### config.mk
export PLATFORM = sky130hd
export DESIGN_NAME = lottery_scheduler_ticket_table_unit
export DESIGN_NICKNAME = d
export VERILOG_FILES = /design/src/hdl/lsched_pkg.sv /design/src/hdl/lsched_table.sv /design/src/hdl/lsched_div.sv /design/src/hdl/lottery_scheduler_ticket_table_unit.sv
export SDC_FILE = /design/constraint.sdc
export NUM_CORES = 2
export LEC_CHECK = 0
export ABC_AREA = 1
export BUFFER_PORTS_ARGS = -buffer_cell sky130_fd_sc_hd__buf_2
export CORE_MARGIN = 10
export CORE_UTILIZATION = 40
export DETAILED_ROUTE_END_ITERATION = 16
export SYNTH_ARGS = -nofsm -noshare
export SYNTH_HDL_FRONTEND = slang
export SYNTH_SLANG_ARGS = --single-unit
export TNS_END_PERCENT = 100
### constraint.sdc
create_clock -name clk -period 11.2 [get_ports clk]
set_input_delay 2.8 -clock clk [delete_from_list [all_inputs] [get_ports clk]]
set_output_delay 2.8 -clock clk [all_outputs]
set_load 0.05 [all_outputs]
### src/hdl/lsched_pkg.sv
// Shared types and constants for the lottery scheduler ticket table.
package lsched_pkg;

  localparam int ENTRIES     = 16;
  localparam int IDX_W       = $clog2(ENTRIES);
  localparam int TICKET_BITS = 16;
  localparam int TOTAL_W     = TICKET_BITS + IDX_W;
  localparam int DIV_W       = 32;
  localparam int DIV_CNT_W   = $clog2(DIV_W);
  localparam int S_TDATA_W   = 80;
  localparam int M_TDATA_W   = 48;
  localparam int XFER_SCALE  = 9;
  localparam int XFER_DIVISOR = 10;
  // Division by ten as a multiply by a rounded-up reciprocal and a shift; exact for
  // every 9*tickets value of the total width.
  localparam int XFER_SHIFT  = 22;
  localparam int XFER_RECIP  = (2**XFER_SHIFT + XFER_DIVISOR - 1) / XFER_DIVISOR;
  localparam int XFER_PROD_W = TOTAL_W + $clog2(XFER_RECIP + 1);

  typedef logic [TICKET_BITS-1:0] ticket_t;
  typedef logic [TOTAL_W-1:0]     total_t;
  typedef logic [IDX_W-1:0]       idx_t;

  typedef enum logic [1:0] {
    OP_WRITE = 2'd0,
    OP_DRAW  = 2'd1,
    OP_XFER  = 2'd2,
    OP_NONE  = 2'd3
  } op_t;

  // One write into the entry table.
  typedef struct packed {
    logic    en;
    logic    elig_en;
    idx_t    addr;
    ticket_t tickets;
    logic    elig;
  } tbl_wr_t;

endpackage

### src/hdl/lsched_table.sv
// Entry table: ticket counts and eligible flags with one write and one read port.
module lsched_table
  import lsched_pkg::*;
(
  input  logic    clk,
  input  logic    rst,
  input  tbl_wr_t wr,
  input  idx_t    raddr,
  output ticket_t rd_tickets,
  output logic    rd_elig
);

  ticket_t tickets [ENTRIES];
  logic    elig    [ENTRIES];

  always_ff @(posedge clk) begin
    if (rst) begin
      for (int i = 0; i < ENTRIES; i++) begin
        tickets[i] <= '0;
        elig[i]    <= 1'b0;
      end
    end else if (wr.en) begin
      tickets[wr.addr] <= wr.tickets;
      if (wr.elig_en) begin
        elig[wr.addr] <= wr.elig;
      end
    end
  end

  assign rd_tickets = tickets[raddr];
  assign rd_elig    = elig[raddr];

endmodule

### src/hdl/lsched_div.sv
// Restoring divider that retires one quotient bit per cycle.
module lsched_div
  import lsched_pkg::*;
(
  input  logic             clk,
  input  logic             rst,
  input  logic             start,
  input  logic [DIV_W-1:0] dividend,
  input  total_t           divisor,
  output logic             done,
  output total_t           remainder
);

  logic                 busy;
  logic [DIV_CNT_W-1:0] cnt;
  total_t               dvs;
  logic [DIV_W-1:0]     quotient;
  logic [TOTAL_W:0]     trial;
  logic                 fits;

  // Shift the next dividend bit into the partial remainder and test it.
  assign trial = {remainder, quotient[DIV_W-1]};
  assign fits  = trial >= {1'b0, dvs};

  always_ff @(posedge clk) begin
    if (rst) begin
      busy <= 1'b0;
      done <= 1'b0;
      cnt  <= '0;
    end else begin
      done <= 1'b0;
      if (start) begin
        busy      <= 1'b1;
        cnt       <= '0;
        dvs       <= divisor;
        quotient  <= dividend;
        remainder <= '0;
      end else if (busy) begin
        if (fits) begin
          remainder <= TOTAL_W'(trial - {1'b0, dvs});
        end else begin
          remainder <= trial[TOTAL_W-1:0];
        end
        quotient <= {quotient[DIV_W-2:0], fits};
        cnt      <= cnt + 1'b1;
        if (cnt == DIV_CNT_W'(DIV_W - 1)) begin
          busy <= 1'b0;
          done <= 1'b1;
        end
      end
    end
  end

endmodule

### src/hdl/lottery_scheduler_ticket_table_unit.sv
// Top level of the lottery scheduler ticket table: sequencer, table and divider.
// Path from the accepting edge to m_tvalid: a write goes straight to S_DONE; a transfer reads
// the source, forms 9*source/10 by a reciprocal multiply when the source is short, then debits
// and credits; a draw sums the eligible tickets, waits on the divider, scans and loads.
// One item is in work at a time; s_tready rises together with m_tvalid as the result is loaded.
// Reset (rst, synchronous) clears every ticket count and eligible flag.
module lottery_scheduler_ticket_table_unit
  import lsched_pkg::*;
(
  input  logic                 clk,
  input  logic                 rst,
  input  logic                 s_tvalid,
  output logic                 s_tready,
  // From bit 0: entry_index[4], entry_eligible[1], entry_tickets[16],
  // random_value[32], source_index[4], dest_index[4], transfer_amount[16], zero pad.
  input  logic [S_TDATA_W-1:0] s_tdata,
  // op[2]
  input  logic [1:0]           s_tuser,
  output logic                 m_tvalid,
  input  logic                 m_tready,
  // From bit 0: chosen_index[4], chosen_valid[1], moved_tickets[16],
  // eligible_total[20], zero pad.
  output logic [M_TDATA_W-1:0] m_tdata
);

  typedef enum logic [3:0] {
    S_IDLE,
    S_SUM,
    S_DRAW_DIV,
    S_SCAN,
    S_XFER_SRC,
    S_XFER_DIV,
    S_XFER_DEBIT,
    S_XFER_CREDIT,
    S_DONE
  } state_t;

  // Input item fields.
  logic [3:0]  in_entry_index;
  logic        in_entry_eligible;
  logic [15:0] in_entry_tickets;
  logic [31:0] in_random_value;
  logic [3:0]  in_source_index;
  logic [3:0]  in_dest_index;
  logic [15:0] in_transfer_amount;
  op_t         in_op;

  assign in_entry_index     = s_tdata[3:0];
  assign in_entry_eligible  = s_tdata[4];
  assign in_entry_tickets   = s_tdata[20:5];
  assign in_random_value    = s_tdata[52:21];
  assign in_source_index    = s_tdata[56:53];
  assign in_dest_index      = s_tdata[60:57];
  assign in_transfer_amount = s_tdata[76:61];
  assign in_op              = op_t'(s_tuser);

  state_t      state;
  idx_t        idx;
  idx_t        src;
  idx_t        dst;
  total_t      total;
  total_t      run;
  total_t      draw_rem;
  ticket_t     have;
  ticket_t     moved;
  ticket_t     amount;
  logic [31:0] rnd;

  // Result being built, then the output register.
  logic [3:0]  res_idx;
  logic        res_valid;
  logic [15:0] res_moved;
  logic [19:0] res_total;
  logic [3:0]  out_idx;
  logic        out_valid_bit;
  logic [15:0] out_moved;
  logic [19:0] out_total;

  tbl_wr_t     tbl_wr;
  idx_t        raddr;
  ticket_t     rd_tickets;
  logic        rd_elig;

  logic             div_start;
  logic [DIV_W-1:0] div_dividend;
  total_t           div_divisor;
  logic             div_done;
  total_t           div_remainder;

  logic   accept;
  logic   last_idx;
  total_t total_next;
  total_t run_next;
  total_t scaled_have;
  logic [XFER_PROD_W-1:0] xfer_prod;
  logic   idx_ok;
  logic   xfer_ok;

  assign s_tready = (state == S_IDLE);
  assign accept   = s_tvalid && s_tready;
  assign last_idx = (idx == IDX_W'(ENTRIES - 1));

  assign idx_ok  = int'(in_entry_index) < ENTRIES;
  assign xfer_ok = (int'(in_source_index) < ENTRIES) && (int'(in_dest_index) < ENTRIES);

  // Running sums over the entry walk; only eligible entries count.
  assign total_next = rd_elig ? total + TOTAL_W'(rd_tickets) : total;
  assign run_next   = rd_elig ? run + TOTAL_W'(rd_tickets) : run;

  // 9*have by shift and add; it fits the total width.
  assign scaled_have = (TOTAL_W'(have) << 3) + TOTAL_W'(have);

  // Dividing by ten: multiply by the reciprocal, keep the bits above the shift.
  assign xfer_prod = XFER_PROD_W'(scaled_have) * XFER_PROD_W'(XFER_RECIP);

  // The table has one read address; the sequencer points it where it needs.
  always_comb begin
    unique case (state)
      S_XFER_SRC:    raddr = src;
      S_XFER_CREDIT: raddr = dst;
      default:       raddr = idx;
    endcase
  end

  // Table write port: entry writes come straight from the accepted item, transfer
  // debit and credit come from the sequencer and leave the eligible flag alone.
  always_comb begin
    tbl_wr = '0;
    if (accept && (in_op == OP_WRITE) && idx_ok) begin
      tbl_wr.en      = 1'b1;
      tbl_wr.elig_en = 1'b1;
      tbl_wr.addr    = IDX_W'(in_entry_index);
      tbl_wr.tickets = TICKET_BITS'(in_entry_tickets);
      tbl_wr.elig    = in_entry_eligible;
    end else if (state == S_XFER_DEBIT) begin
      tbl_wr.en      = 1'b1;
      tbl_wr.addr    = src;
      tbl_wr.tickets = have - moved;
    end else if (state == S_XFER_CREDIT) begin
      tbl_wr.en   = 1'b1;
      tbl_wr.addr = dst;
      // The destination saturates at the largest ticket count.
      if ({1'b0, rd_tickets} + {1'b0, moved} > {1'b0, {TICKET_BITS{1'b1}}}) begin
        tbl_wr.tickets = {TICKET_BITS{1'b1}};
      end else begin
        tbl_wr.tickets = rd_tickets + moved;
      end
    end
  end

  // The divider serves the draw: random value mod total, started as the sum completes.
  always_comb begin
    div_start    = (state == S_SUM) && last_idx && (total_next != '0);
    div_dividend = rnd;
    div_divisor  = total_next;
  end

  always_ff @(posedge clk) begin
    if (rst) begin
      state         <= S_IDLE;
      idx           <= '0;
      m_tvalid      <= 1'b0;
      out_idx       <= '0;
      out_valid_bit <= 1'b0;
      out_moved     <= '0;
      out_total     <= '0;
    end else begin
      if (m_tvalid && m_tready && (state != S_DONE)) begin
        m_tvalid <= 1'b0;
      end
      unique case (state)
        S_IDLE: begin
          if (accept) begin
            res_idx   <= '0;
            res_valid <= 1'b0;
            res_moved <= '0;
            res_total <= '0;
            idx       <= '0;
            total     <= '0;
            run       <= '0;
            rnd       <= in_random_value;
            src       <= IDX_W'(in_source_index);
            dst       <= IDX_W'(in_dest_index);
            amount    <= TICKET_BITS'(in_transfer_amount);
            unique case (in_op)
              OP_DRAW: state <= S_SUM;
              OP_XFER: state <= xfer_ok ? S_XFER_SRC : S_DONE;
              default: state <= S_DONE;
            endcase
          end
        end
        S_SUM: begin
          total <= total_next;
          idx   <= idx + 1'b1;
          if (last_idx) begin
            // A zero total leaves the all-zero result in place.
            state <= (total_next != '0) ? S_DRAW_DIV : S_DONE;
          end
        end
        S_DRAW_DIV: begin
          if (div_done) begin
            draw_rem  <= div_remainder;
            res_total <= 20'(total);
            idx       <= '0;
            run       <= '0;
            state     <= S_SCAN;
          end
        end
        S_SCAN: begin
          run <= run_next;
          idx <= idx + 1'b1;
          // First eligible entry whose running sum passes the remainder wins.
          if (rd_elig && (run_next > draw_rem)) begin
            res_idx   <= 4'(idx);
            res_valid <= 1'b1;
            state     <= S_DONE;
          end else if (last_idx) begin
            state <= S_DONE;
          end
        end
        S_XFER_SRC: begin
          have <= rd_tickets;
          if (rd_tickets < amount) begin
            state <= S_XFER_DIV;
          end else begin
            moved <= amount;
            state <= S_XFER_DEBIT;
          end
        end
        S_XFER_DIV: begin
          moved <= xfer_prod[XFER_SHIFT +: TICKET_BITS];
          state <= S_XFER_DEBIT;
        end
        S_XFER_DEBIT: begin
          state <= S_XFER_CREDIT;
        end
        S_XFER_CREDIT: begin
          res_moved <= 16'(moved);
          state     <= S_DONE;
        end
        S_DONE: begin
          // Hand the result to the output register once it is free.
          if (!m_tvalid || m_tready) begin
            m_tvalid      <= 1'b1;
            out_idx       <= res_idx;
            out_valid_bit <= res_valid;
            out_moved     <= res_moved;
            out_total     <= res_total;
            state         <= S_IDLE;
          end
        end
        default: state <= S_IDLE;
      endcase
    end
  end

  assign m_tdata = {7'b0, out_total, out_moved, out_valid_bit, out_idx};

  lsched_table u_table (
    .clk        (clk),
    .rst        (rst),
    .wr         (tbl_wr),
    .raddr      (raddr),
    .rd_tickets (rd_tickets),
    .rd_elig    (rd_elig)
  );

  lsched_div u_div (
    .clk       (clk),
    .rst       (rst),
    .start     (div_start),
    .dividend  (div_dividend),
    .divisor   (div_divisor),
    .done      (div_done),
    .remainder (div_remainder)
  );

endmodule
==> run_results.csv <==
group,metric,value,unit
outcome,outcome,"finished clean",
setup_path,cpPeakStageDelay,0.60,ns
route,wire_per_inst,18.36,um
clocking,cts_htree_levels,3,
cells_and_area,final_nets,4738,
route,drc,0,
route,vias_per_cell,5.018,
cells_and_area,final_cell_mix,"871 x nand2_1, 685 x inv_1, 533 x edfxtp_1, 356 x nor2_1, 331 x nand3_1",
floorplan,die_area,106500,sq um
cells_and_area,fillerInstances,8966,
setup_path,cp-end-kind,"flop",
floorplan,num_rows,112,
setup_path,path_max_fanout,7,
setup_path,crit_cells,40,
global_routing,grt_pass1_vias,26820,
yosys,yosysSeqAreaShare,45.66,%
yosys,yosysWarningCount,0,
clocking,cts.path.max_buffers,3,
cells_and_area,syn2layout_area_growth,10.96,%
setup_path,crit_path_start_kind,"flop",
sta,fin_setup_tns,0,ns
place,io_buffers,125,
place,dp_cells,5395,
clocking,cts_resized,0,
global_routing,grt_use_total,18.64,%
floorplan,die_y,326.4,um
setup_path,cp_common_cell,"nand2_1",
place,gp_congestion,0.9264,
setup_path,cp_top_family,"adder cells",
route,dr.pass1.iters,5,
clocking,clkTransAtPathRegs,0.06,ns
yosys,ys_async_sr_fraction,0,%
yosys,ys_seq_elements,590,
route,dr.first_iter.drc_count,2307,
worst_hold_path,hold_path.class,"reg -> reg",
sta,fmax,109.1,MHz
global_routing,grt_pass1_wl,155300,um
cells_and_area,final_util,44.72,%
worst_hold_path,holdPathStages,2,
clocking,cts_setup_buffers,0,
yosys,synth.top_cell.area_share,42.62,%
worst_hold_path,holdPathEnd,"out_moved[1]",
floorplan,core_area,93190,sq um
clocking,cts_sinks,590,
sta,finalSetupViolations,0,
setup_path,startpoint,"have[2]",
worst_hold_path,hp-start,"out_moved[1]",
sta,slew-limit-headroom,29.93,%
yosys,synth-edff-count,533,
cells_and_area,mostFrequentLayoutCell,"nand2_1",
setup_path,r2r-start,"have[2]",
floorplan,ioPinCount,136,
clocking,cts_made_buffers,66,
cells_and_area,drive_above_1_share,7.461,%
yosys,synth-main-ff-cell,"edfxtp_1",
cells_and_area,final_area,41670,sq um
route,wirelength,101300,um
floorplan,die_w,326.4,um
place,post-dp-hpwl,74930,um
yosys,synth_area,37550,sq um
setup_path,worst_path_max_delay_cell,"edfxtp_1",
setup_path,timing.rr.end,"moved[15]",
sta,max_slew.worst_pin.slew,1.048,ns
setup_path,path_buf_inv,6,
setup_path,rr_worst_depth,40,
sta,grt_setup_unrepaired,"false",
setup_path,crit_required,11.56,ns
sta,post-route-min-period,9.170,ns
setup_path,cp.arrival,9.53,ns
global_routing,overflow,0,
clocking,insertion_delay,0.62,ns
setup_path,path_class,"reg -> reg",
sta,fin_crit_sh,81.87,%
yosys,synthTopCellsByArea,"edfxtp_1 43%, ha_1 9.8%, nand2_1 8.7%, fa_1 7.9%, inv_1 6.9%",
cells_and_area,fin_cells,5517,
route,ant_nets,0,
clocking,cts_tree,"built",
sta,hold_viol_final,0,
job,maxCapViolations,0,
floorplan,initial_core_util,40.30,%
sta,slew_viol_final,0,
sta,skew,0.03081,ns
clocking,clock-root-buffer,"clkbuf_16",
yosys,syn_inst,4127,
clocking,hold_buffers,0,
yosys,synth_top_area_cell,"edfxtp_1",
setup_path,r2r_slack,2.03,ns
route,vias,27690,
global_routing,grt_max_degree,69,
yosys,ys_types,58,
place,placed_area,39450,sq um
yosys,synth.avg_cell_area,9.100,sq um
global_routing,antenna_found_initial,4,
## synthesized netlist by cell type, drive strengths merged (51+ instances only)
cell type,count
nand2,880
dfxtp,57
a21oi,249
clkbuf,105
edfxtp,533
buf,51
xor2,62
ha,294
fa,149
o21ai,147
inv,697
nor2,358
nand3,334
## tightest hold or removal path, delay by kind of cell, from the launching register on
family | cells | cell delay (ns)
simple gates | 1 | 0.06
flops | 1 | 0.30
compound gates | 1 | 0.05
## per-layer routing
layer | track usage, % | wire [um] | up-vias
li1 | - | - | 13670
met1 | 24.34 | 43080 | 13030
met2 | 30.32 | 47190 | 827
met3 | 3.830 | 7610 | 156
met4 | 6.910 | 3400 | 4
met5 | 0 | 14 | -
## state kept, by name, summed over array words and instances (netlist names), 20 cells and up
register         count
u_table.tickets    256
u_div.remainder     20
run                 20
out_total           20
res_total           20
u_div.dvs           20
total               20
u_div.quotient      32
div_dividend        32
draw_rem            20
## per-stage QoR
step                      hold slack [ns]  setup WS (ns)
after detailed placement           0.4501          2.059
after global placement             0.4488          2.133
final                              0.4587          2.030
after floorplan                    0.4414          3.381
after global routing               0.4762          1.318
after CTS                          0.4595          2.057
## kinds of logic after synthesis
family          after synthesis  synth area share, %
flops                       590                45.66
xor+xnor                    104                2.425
other cells                   1             0.009985
fa+ha+maj                   443                17.74
buf+inv                     854                8.789
mux                           3              0.07996
simple gates               1633                17.93
compound gates              499                7.370
## how the worst max path moves through the flow
| stage | end | slack [ns] |
|---|---|---|
| after floorplan | moved[15] | 3.38 |
| after global placement | moved[15] | 2.13 |
| after detailed placement | moved[14] | 2.06 |
| after CTS | moved[15] | 2.06 |
| after global routing | moved[15] | 1.32 |
| final | moved[15] | 2.03 |
## cell type report
type / count / area (sq um) / share of cell area (%)
tap: 1254 / 1569 / 3.765
multi-input combinational: 2689 / 17190 / 41.26
antenna: 1 / 2.502 / 0.006005
sequential: 590 / 17150 / 41.15
timing repair buffer: 164 / 918.4 / 2.204
clock inverter: 41 / 434.2 / 1.042
clock buffer: 80 / 1787 / 4.288
inverter: 698 / 2621 / 6.290
Power is not shown: default switching activity piles up to over one toggle a cycle in this logic, so the estimate is an artifact.
